===== config.mk =====
export PLATFORM = sky130hd
export DESIGN_NAME = led_strip_frame_encoder_core
export DESIGN_NICKNAME = d
export VERILOG_FILES = /design/src/hdl/lsfe_pkg.sv /design/src/hdl/led_strip_frame_encoder_core.sv
export SDC_FILE = /design/constraint.sdc
export NUM_CORES = 1
export LEC_CHECK = 0
export BUFFER_PORTS_ARGS = -buffer_cell sky130_fd_sc_hd__buf_2
export CAP_MARGIN = 20
export CORE_MARGIN = 3
export CORE_UTILIZATION = 50
export CTS_CLUSTER_DIAMETER = 50
export DETAILED_ROUTE_END_ITERATION = 10
export HOLD_SLACK_MARGIN = 0.08
export PLACE_DENSITY = 0.76
export SLEW_MARGIN = 30
export SYNTH_ARGS = -nofsm -noshare
export SYNTH_HDL_FRONTEND = slang
export SYNTH_SLANG_ARGS = --single-unit

===== constraint.sdc =====
create_clock -name clk -period 4.12 [get_ports clk]
set_input_delay 0.206 -clock clk [delete_from_list [all_inputs] [get_ports clk]]
set_output_delay 0.206 -clock clk [all_outputs]
set_load 0.03 [all_outputs]

===== src/hdl/lsfe_pkg.sv =====
// Shared constants and types for the LED strip frame encoder.
`timescale 1ns / 1ps

package lsfe_pkg;

  // LEDs in one frame (1..255)
  localparam int unsigned NUM_LEDS = 3;

  localparam int unsigned BYTE_W   = 8;
  localparam int unsigned BRIGHT_W = 5;
  localparam int unsigned INDEX_W  = 8;
  localparam int unsigned PHASE_W  = 4;

  typedef logic [BYTE_W-1:0]   byte_t;
  typedef logic [BRIGHT_W-1:0] bright_t;
  typedef logic [INDEX_W-1:0]  led_index_t;
  typedef logic [PHASE_W-1:0]  phase_t;

  localparam byte_t     START_BYTE  = 8'h00;
  localparam byte_t     END_BYTE    = 8'hFF;
  localparam logic [2:0] HEADER_BITS = 3'b111;
  localparam bright_t   BRIGHT_RST  = 5'd1;

  // Phase = {segment, byte within segment}; each segment is a 4-byte burst
  localparam logic [1:0] SEG_START = 2'd0;
  localparam logic [1:0] SEG_LED   = 2'd1;
  localparam logic [1:0] SEG_END   = 2'd2;

  localparam logic [1:0] LED_HDR   = 2'd0;
  localparam logic [1:0] LED_BLUE  = 2'd1;
  localparam logic [1:0] LED_GREEN = 2'd2;
  localparam logic [1:0] LED_RED   = 2'd3;

  localparam phase_t PH_FIRST_START = {SEG_START, 2'd0};
  localparam phase_t PH_FIRST_LED   = {SEG_LED, LED_HDR};
  localparam phase_t PH_LAST_LED    = {SEG_LED, LED_RED};
  localparam phase_t PH_LAST_END    = {SEG_END, 2'd3};

endpackage


===== src/hdl/led_strip_frame_encoder_core.sv =====
// Path: an accepted LED is loaded into the item register, and its bytes pass through the output register to out_*.
// Throughput: one byte per cycle on the output port while out_stall is low; an LED is 4 bytes,
//   8 when it opens or closes a frame (start or end burst) and 12 when it does both.
// The next LED is taken in the same cycle its predecessor's last byte enters the output reg.
// Reset (rst_n low, synchronous): no item held, output empty, LED count 0, brightness 1.
`timescale 1ns / 1ps

module led_strip_frame_encoder_core (
  input  logic                   clk,
  input  logic                   rst_n,
  // configuration: global brightness
  input  logic                   cfg_wr_en,
  input  lsfe_pkg::bright_t      cfg_wr_data,
  // LED color transactions
  input  logic                   in_valid,
  output logic                   in_stall,
  input  lsfe_pkg::byte_t        in_red,
  input  lsfe_pkg::byte_t        in_green,
  input  lsfe_pkg::byte_t        in_blue,
  // byte stream transactions
  output logic                   out_valid,
  input  logic                   out_stall,
  output lsfe_pkg::byte_t        out_byte,
  output logic                   out_last_of_item,
  output logic                   out_frame_end
);
  import lsfe_pkg::*;

  // Configuration register
  bright_t bright_r;

  // Item register: the LED being serialized and where we are in its byte sequence
  logic       item_vld_r, item_vld_nxt;
  byte_t      red_r, green_r, blue_r;
  logic       ends_r;                  // this LED closes the frame
  phase_t     phase_r, phase_nxt;

  // Frame position
  led_index_t led_idx_r, led_idx_nxt;

  // Output register
  logic       out_vld_r, out_vld_nxt;
  byte_t      out_byte_r;
  logic       out_last_r, out_fend_r;

  // Datapath signals
  logic       out_ready;     // output register can take a byte this cycle
  logic       item_adv;      // a byte moves from item register to output register
  logic       item_last;     // current phase is the item's final byte
  logic       in_acc;
  byte_t      cur_byte;
  logic       cur_fend;
  logic [INDEX_W:0] led_next;  // one extra bit so 255+1 does not wrap
  logic       acc_ends;

  assign out_ready = !out_vld_r || !out_stall;
  assign item_adv  = item_vld_r && out_ready;
  assign item_last = ends_r ? (phase_r == PH_LAST_END) : (phase_r == PH_LAST_LED);
  assign cur_fend  = (phase_r == PH_LAST_END);

  // Free when empty, or when the last byte leaves this cycle
  assign in_stall = item_vld_r && !(item_adv && item_last);
  assign in_acc   = in_valid && !in_stall;

  assign led_next = {1'b0, led_idx_r} + {{INDEX_W{1'b0}}, 1'b1};
  assign acc_ends = (led_next >= (INDEX_W+1)'(NUM_LEDS));

  // Byte for the current phase
  always_comb begin
    unique case (phase_r[3:2])
      SEG_START: cur_byte = START_BYTE;
      SEG_LED: begin
        unique case (phase_r[1:0])
          LED_HDR:   cur_byte = {HEADER_BITS, bright_r};
          LED_BLUE:  cur_byte = blue_r;
          LED_GREEN: cur_byte = green_r;
          LED_RED:   cur_byte = red_r;
          default:   cur_byte = START_BYTE;
        endcase
      end
      SEG_END:   cur_byte = END_BYTE;
      default:   cur_byte = START_BYTE;
    endcase
  end

  // Item / sequencer next state
  always_comb begin
    item_vld_nxt = item_vld_r;
    phase_nxt    = phase_r;
    led_idx_nxt  = led_idx_r;
    if (item_adv) begin
      if (item_last) begin
        item_vld_nxt = 1'b0;
      end else begin
        phase_nxt = phase_r + PHASE_W'(1);
      end
    end
    if (in_acc) begin
      item_vld_nxt = 1'b1;
      // start burst only on the first LED of a frame
      phase_nxt    = (led_idx_r == '0) ? PH_FIRST_START : PH_FIRST_LED;
      led_idx_nxt  = acc_ends ? '0 : led_next[INDEX_W-1:0];
    end
  end

  assign out_vld_nxt = out_ready ? item_vld_r : out_vld_r;

  always_ff @(posedge clk) begin
    if (!rst_n) begin
      bright_r   <= BRIGHT_RST;
      item_vld_r <= 1'b0;
      phase_r    <= PH_FIRST_START;
      led_idx_r  <= '0;
      out_vld_r  <= 1'b0;
    end else begin
      if (cfg_wr_en) begin
        bright_r <= cfg_wr_data;
      end
      item_vld_r <= item_vld_nxt;
      phase_r    <= phase_nxt;
      led_idx_r  <= led_idx_nxt;
      out_vld_r  <= out_vld_nxt;
    end
  end

  // Payload registers
  always_ff @(posedge clk) begin
    if (in_acc) begin
      red_r   <= in_red;
      green_r <= in_green;
      blue_r  <= in_blue;
      ends_r  <= acc_ends;
    end
    if (item_adv) begin
      out_byte_r <= cur_byte;
      out_last_r <= item_last;
      out_fend_r <= cur_fend;
    end
  end

  assign out_valid        = out_vld_r;
  assign out_byte         = out_byte_r;
  assign out_last_of_item = out_last_r;
  assign out_frame_end    = out_fend_r;

endmodule


Yosys cells after proc, flatten, opt, wreduce, memory -nomap -nowiden:

Cells that the tools add are included.

* register bits after elaboration: 54
* memories kept: 0
* bits of input ports: 34
* bits in read-only memories: 0
* word-level logic and storage cells: 49
* bits in latches: 0
* memory bits (writable): 0

* equal/unequal tests: 8
* reductions and logical operators: 15
* $mul: 0
* div/mod/pow operators: 0
* bitwise logic cells: 0
* shifts and indexed selects: 0
* add/subtract/negate cells: 2
* mux-type cells: 11
* magnitude comparators: 1

Operators by type and width (count)
* one-hot mux 8 bit (4 select lines): 1
* one-hot mux 8 bit (2 select lines): 1
* 2-to-1 mux 4 bit: 3
* adder 8 x 1 -> 9 bit, second input constant: 1
* >= comparator 9 x 2 -> 1 bit, second input constant: 1
* logical NOT 8 bit: 1
* 2-to-1 mux 8 bit: 1
* == test 2 bit, second input constant: 3
* adder 4 x 1 -> 4 bit, second input constant: 1
* == test 2 x 1 -> 1 bit, second input constant: 2
* == test 4 x 3 -> 1 bit, second input constant: 1
* == test 4 bit, second input constant: 1
* logical AND 1 bit: 4
* logical NOT 1 bit: 4
* 2-to-1 mux 1 bit: 4
* AND reduction 2 bit: 2
* nonzero test 2 bit: 2
* 2-to-1 mux 3 bit: 1
* logical NOT 2 bit: 1
* inequality test 2 x 1 -> 1 bit, second input constant: 1
* logical OR 1 bit: 1

Depth between registers and ports, before layout:

* depth in word-level cells: 10
* depth in mapped cells: 7
* mapped depth without buffers: 7

Worst setup path after synthesis:

No wires, ideal clock.

* path type: reg2reg
* from: register phase_r[2]
* to: register item_vld_r
* path slack: 2.221 ns
* setup time: 0.060 ns
* arrival time: 1.839 ns
* required time: 4.060 ns
* path buffers: 0
* cell stages (with the launch flop): 7
* cells stage by stage: dfxtp_1 inv_1 ha_1 mux2_4 and2_2 a21oi_1 o21a_1

* word-level cells in the longest chain between the ends: 9
* elaborated cells on any way between the ends: 12
* those cells by class: eq/ne (2); mux (2); reduce/logical (8)

Ends and longest elaborated chain
* start, declared: line led_strip_frame_encoder_core.sv:36 `phase_t phase_r, phase_nxt;`
* start signal, assigned: line led_strip_frame_encoder_core.sv:120 `phase_r <= phase_nxt;`
* == test 4 x 3 -> 1 bit or == test 4 bit (tied branches): line led_strip_frame_encoder_core.sv:58 `assign item_last = ends_r ? (phase_r == PH_LAST_END) : (phase_r == PH_LAST_LED);`
* 2-to-1 mux 1 bit *: line led_strip_frame_encoder_core.sv:58
* via item_last: line led_strip_frame_encoder_core.sv:49 `logic item_last;`
* logical AND 1 bit *: line led_strip_frame_encoder_core.sv:62 `assign in_stall = item_vld_r && !(item_adv && item_last);`
* logical NOT 1 bit *: line led_strip_frame_encoder_core.sv:62
* logical AND 1 bit *: line led_strip_frame_encoder_core.sv:62
* via in_stall: line led_strip_frame_encoder_core.sv:16 `output logic in_stall,`
* logical NOT 1 bit *: line led_strip_frame_encoder_core.sv:63 `assign in_acc = in_valid && !in_stall;`
* logical AND 1 bit *: line led_strip_frame_encoder_core.sv:63
* nonzero test 2 bit (no source line)
* AND reduction 2 bit (no source line)
* end signal, assigned: line led_strip_frame_encoder_core.sv:119 `item_vld_r <= item_vld_nxt;`
* end, declared: line led_strip_frame_encoder_core.sv:33 `logic item_vld_r, item_vld_nxt;`

The timed path passes the listed nets; every way through them passes the cells marked *.
A chain may end at the register's enable or synchronous reset.

Worst setup path after layout:

* from: register phase_r[2]
* to: output in_stall

* word-level cells in the longest chain between the ends: 5
* elaborated cells on any way between the ends: 6
* those cells by class: eq/ne (2); mux (1); reduce/logical (3)

Ends and longest elaborated chain (line)
* == test 4 x 3 -> 1 bit or == test 4 bit (tied branches): led_strip_frame_encoder_core.sv:58
* 2-to-1 mux 1 bit *: led_strip_frame_encoder_core.sv:58
* via item_last: led_strip_frame_encoder_core.sv:49
* logical AND 1 bit *: led_strip_frame_encoder_core.sv:62
* logical NOT 1 bit *: led_strip_frame_encoder_core.sv:62
* logical AND 1 bit *: led_strip_frame_encoder_core.sv:62
* end, declared: led_strip_frame_encoder_core.sv:16

Marked as above.

==> qor.yml <==
status:
  status: "complete, no violations"
pwr:
  swShare_pct: 22.6
  p_clk_share_pct: 32.0
  power_density_nw_per_um2: 387
  p_sw_w: 0.000246
  seq_power_share_pct: 56.8
  comb_power_share_pct: 11.2
  irDropWorstVdd_mv: 0.238
  intPower_w: 0.000844
  total_leakage_power_nw: 1.13
synthesis:
  seq_area_frac_synth_pct: 65.0
  synth_edf_count: 35
  synth_seq_cells: 54
  syn_inst: 169
  synth_top_cell_by_area: "edfxtp_1"
  yosys.area.top_type_share_pct: 47.7
  synth_fp_nets: 212
  ys_warn_count: 0
  yosys.cell_count.top_type: "edfxtp_1"
  synth_ff_type: "edfxtp_1"
  synth_common_cells: "35 x edfxtp_1, 19 x dfxtp_1, 13 x a21oi_1"
  yosys.cell_types.count: 34
  ys_async_sr_fraction_pct: 0
  ys_top_cells_by_area: "edfxtp_1 48%, dfxtp_1 17%, ha_1 5.1%"
  synthesis.area_um2: 2200
  syn_avg_cell_area_um2: 13.0
cts:
  cts.path.max_buffers: 2
  cts_sinks: 54
  cts_tree: "yes"
  clk_pin_slew_ns: 0.09
  cts_hold_buf: 24
  htree_num_levels: 2
  cts_root_buf: "clkbuf_8"
  post-cts-setup-buffers: 0
  cts_made_buffers: 5
  clock_latency_ns: 0.30
  ctsResizeCount: 0
worst_setup_path:
  crit_family: "flip-flops"
  critPathSlowestCell: "dfxtp_1"
  r2r_cells: 5
  reg2reg_slack_ns: 2.13
  crit_chain: "inv_1, ha_1, mux2_4, and2_2, a21oi_1, buf_2"
  worst-path-buf-inv: 2
  r2r-end: "phase_r[2]$_SDFFE_PN0P_"
  cp.arrival_ns: 1.93
  critPathLaunchType: "flip-flop"
  r2r-start: "phase_r[0]$_SDFFE_PN0P_"
  critPathRequiredTime_ns: 3.91
  end_kind: "output port"
  worstSetupPathType: "flip-flop to output port"
  cpPeakStageDelay_ns: 0.36
  worstPathMaxFanout: 6
detailed_routing:
  post_drt_wl_per_cell_um: 14.4
  ant_nets: 0
  routed_via_density: 5.20
  finalWirelength_mm: 4.16
  drtPass1Iterations: 4
  drc: 0
  drtIter0Drc: 128
  vias: 1504
final_layout:
  drive_above_1_share_pct: 26.8
  fin_nets: 281
  antenna_cells: 0
  stdcell_area_um2: 2820
  syn_to_final_growth_pct: 27.8
die:
  die-area_um2: 5240
  ioPinCount: 46
  fp-row-count: 23
  fp.dieW_um: 72.4
  core_area_um2: 4120
  die_y_um: 72.4
  initial_utilization_pct: 53.5
timing:
  finalClockSkew_ns: 0.00700
  relSlewSlack_pct: 64.2
  finalSetupViolCount: 0
  setup_tns_ns: 0
  worst_slack_ns: 1.98
  fin_crit_sh_pct: 51.8
  rsz0062_at_grt: "no"
  whs_ns: 0.114
  drv_slew: 0
  hold_violations: 0
  worstMarginPinSlew_ns: 0.537
  fin_crit_ns: 2.14
  max_freq_mhz: 468
grt:
  grt_pass1_wl_mm: 7.02
  grt_usage_pct: 18.0
  antenna_found_initial: 0
  grt_max_degree: 30
  grt_pass1_vias: 1485
  grt_overflow_total: 0
placement:
  placed_cell_area_um2: 2460
  routabilityCongestion: 0.864
  pre_cts_slack_ns: 2.15
  hpwl_mm: 2.70
  port_buffers: 45
flow_run:
  cap_viol_max_count: 0
min_path:
  hold_depth: 3
  worstHoldEndpoint: "bright_r[0]$_SDFFE_PN1P_"
  hold_start: "cfg_wr_data[0]"
  hold_path_class: "primary input to flip-flop"
[power groups by stage]
stage	sequential (W)	clock, W	combinational, W
after detailed placement	0.000632	0	0.000104
after global placement	0.000630	0	0.000102
after floorplan	0.000640	0	0.0000580
final	0.000619	0.000349	0.000122
after CTS	0.000619	0.000361	0.000121
after global routing	0.000622	0.000390	0.000135
[state kept, by name, indices dropped and copies added, names as in the netlist]
register          cells
blue_r                8
green_r               8
led_idx_r             8
out_byte              8
red_r                 8
bright_r              5
phase_r               4
ends_r                1
item_vld_r            1
out_frame_end         1
out_last_of_item      1
out_valid             1
[cells by family after synthesis]
logic type                 after synthesis  synth area share [%]
AOI/OAI and AO/OA                       37                  12.1
xor gates and xnor gates                 3                  1.19
buffers and inverters                   18                  3.24
adders and majority gates                9                  5.11
and+or+nand+nor                         41                  9.94
muxes                                    7                  3.41
DFF                                     54                  65.0
[final cells by class]
| type | instances | area, um^2 |
|---|---|---|
| Sequential cell | 54 | 1430 |
| Inverter | 11 | 43.8 |
| Fill cell | 313 | 1300 |
| Multi-Input combinational cell | 97 | 699 |
| Tap cell | 50 | 62.6 |
| Clock inverter | 3 | 43.8 |
| Timing Repair Buffer | 69 | 465 |
| Clock buffer | 5 | 68.8 |
[worst reg2reg max path: stages, from the launching register on]
cell and delay (ns):
dfxtp_1 0.43, ha_1 0.53, a41oi_4 0.30, inv_4 0.34, nand4b_1 0.15, o211a_1 0.14
[layout by cell type (no fill, tap or decap), types with 6 or more instances in the layout]
cell type / count
dlygate4sd3_1: 24
and3_2: 6
buf_2: 45
nor2_1: 12
mux2i_1: 6
dfxtp_1: 19
edfxtp_1: 35
nand2_1: 6
inv_1: 10
a21oi_1: 13
ha_1: 9
[stage by stage]
step	power, W	utilization [%]	cells
after floorplan	0.000698	-	169
after global placement	0.000733	59.8	257
after detailed placement	0.000735	59.8	257
after CTS	0.00110	68.4	289
after global routing	0.00115	68.4	289
final	0.00109	68.4	289
[worst max-delay path by stage]
stage	start	end	slack, ns	cells after the start
6_report	phase_r[2]$_SDFFE_PN0P_	in_stall	1.98	6
5_1_grt	phase_r[2]$_SDFFE_PN0P_	in_stall	1.84	6
4_1_cts	phase_r[2]$_SDFFE_PN0P_	in_stall	1.97	6
3_5_place_dp	phase_r[0]$_SDFFE_PN0P_	phase_r[2]$_SDFFE_PN0P_	2.15	5
3_3_place_gp	phase_r[2]$_SDFFE_PN0P_	phase_r[2]$_SDFFE_PN0P_	2.22	6
2_1_floorplan	phase_r[2]$_SDFFE_PN0P_	item_vld_r$_SDFFE_PN0P_	2.22	6
[routing by layer]
| layer | GRT usage (%) | routed length, um | vias up |
|---|---|---|---|
| met5 | 0 | 0 | - |
| met1 | 23.7 | 1810 | 681 |
| li1 | - | - | 756 |
| met3 | 5.26 | 291 | 7 |
| met4 | 5.64 | 51 | 0 |
| met2 | 28.9 | 2010 | 60 |
Power figures use the tool's default switching activity.
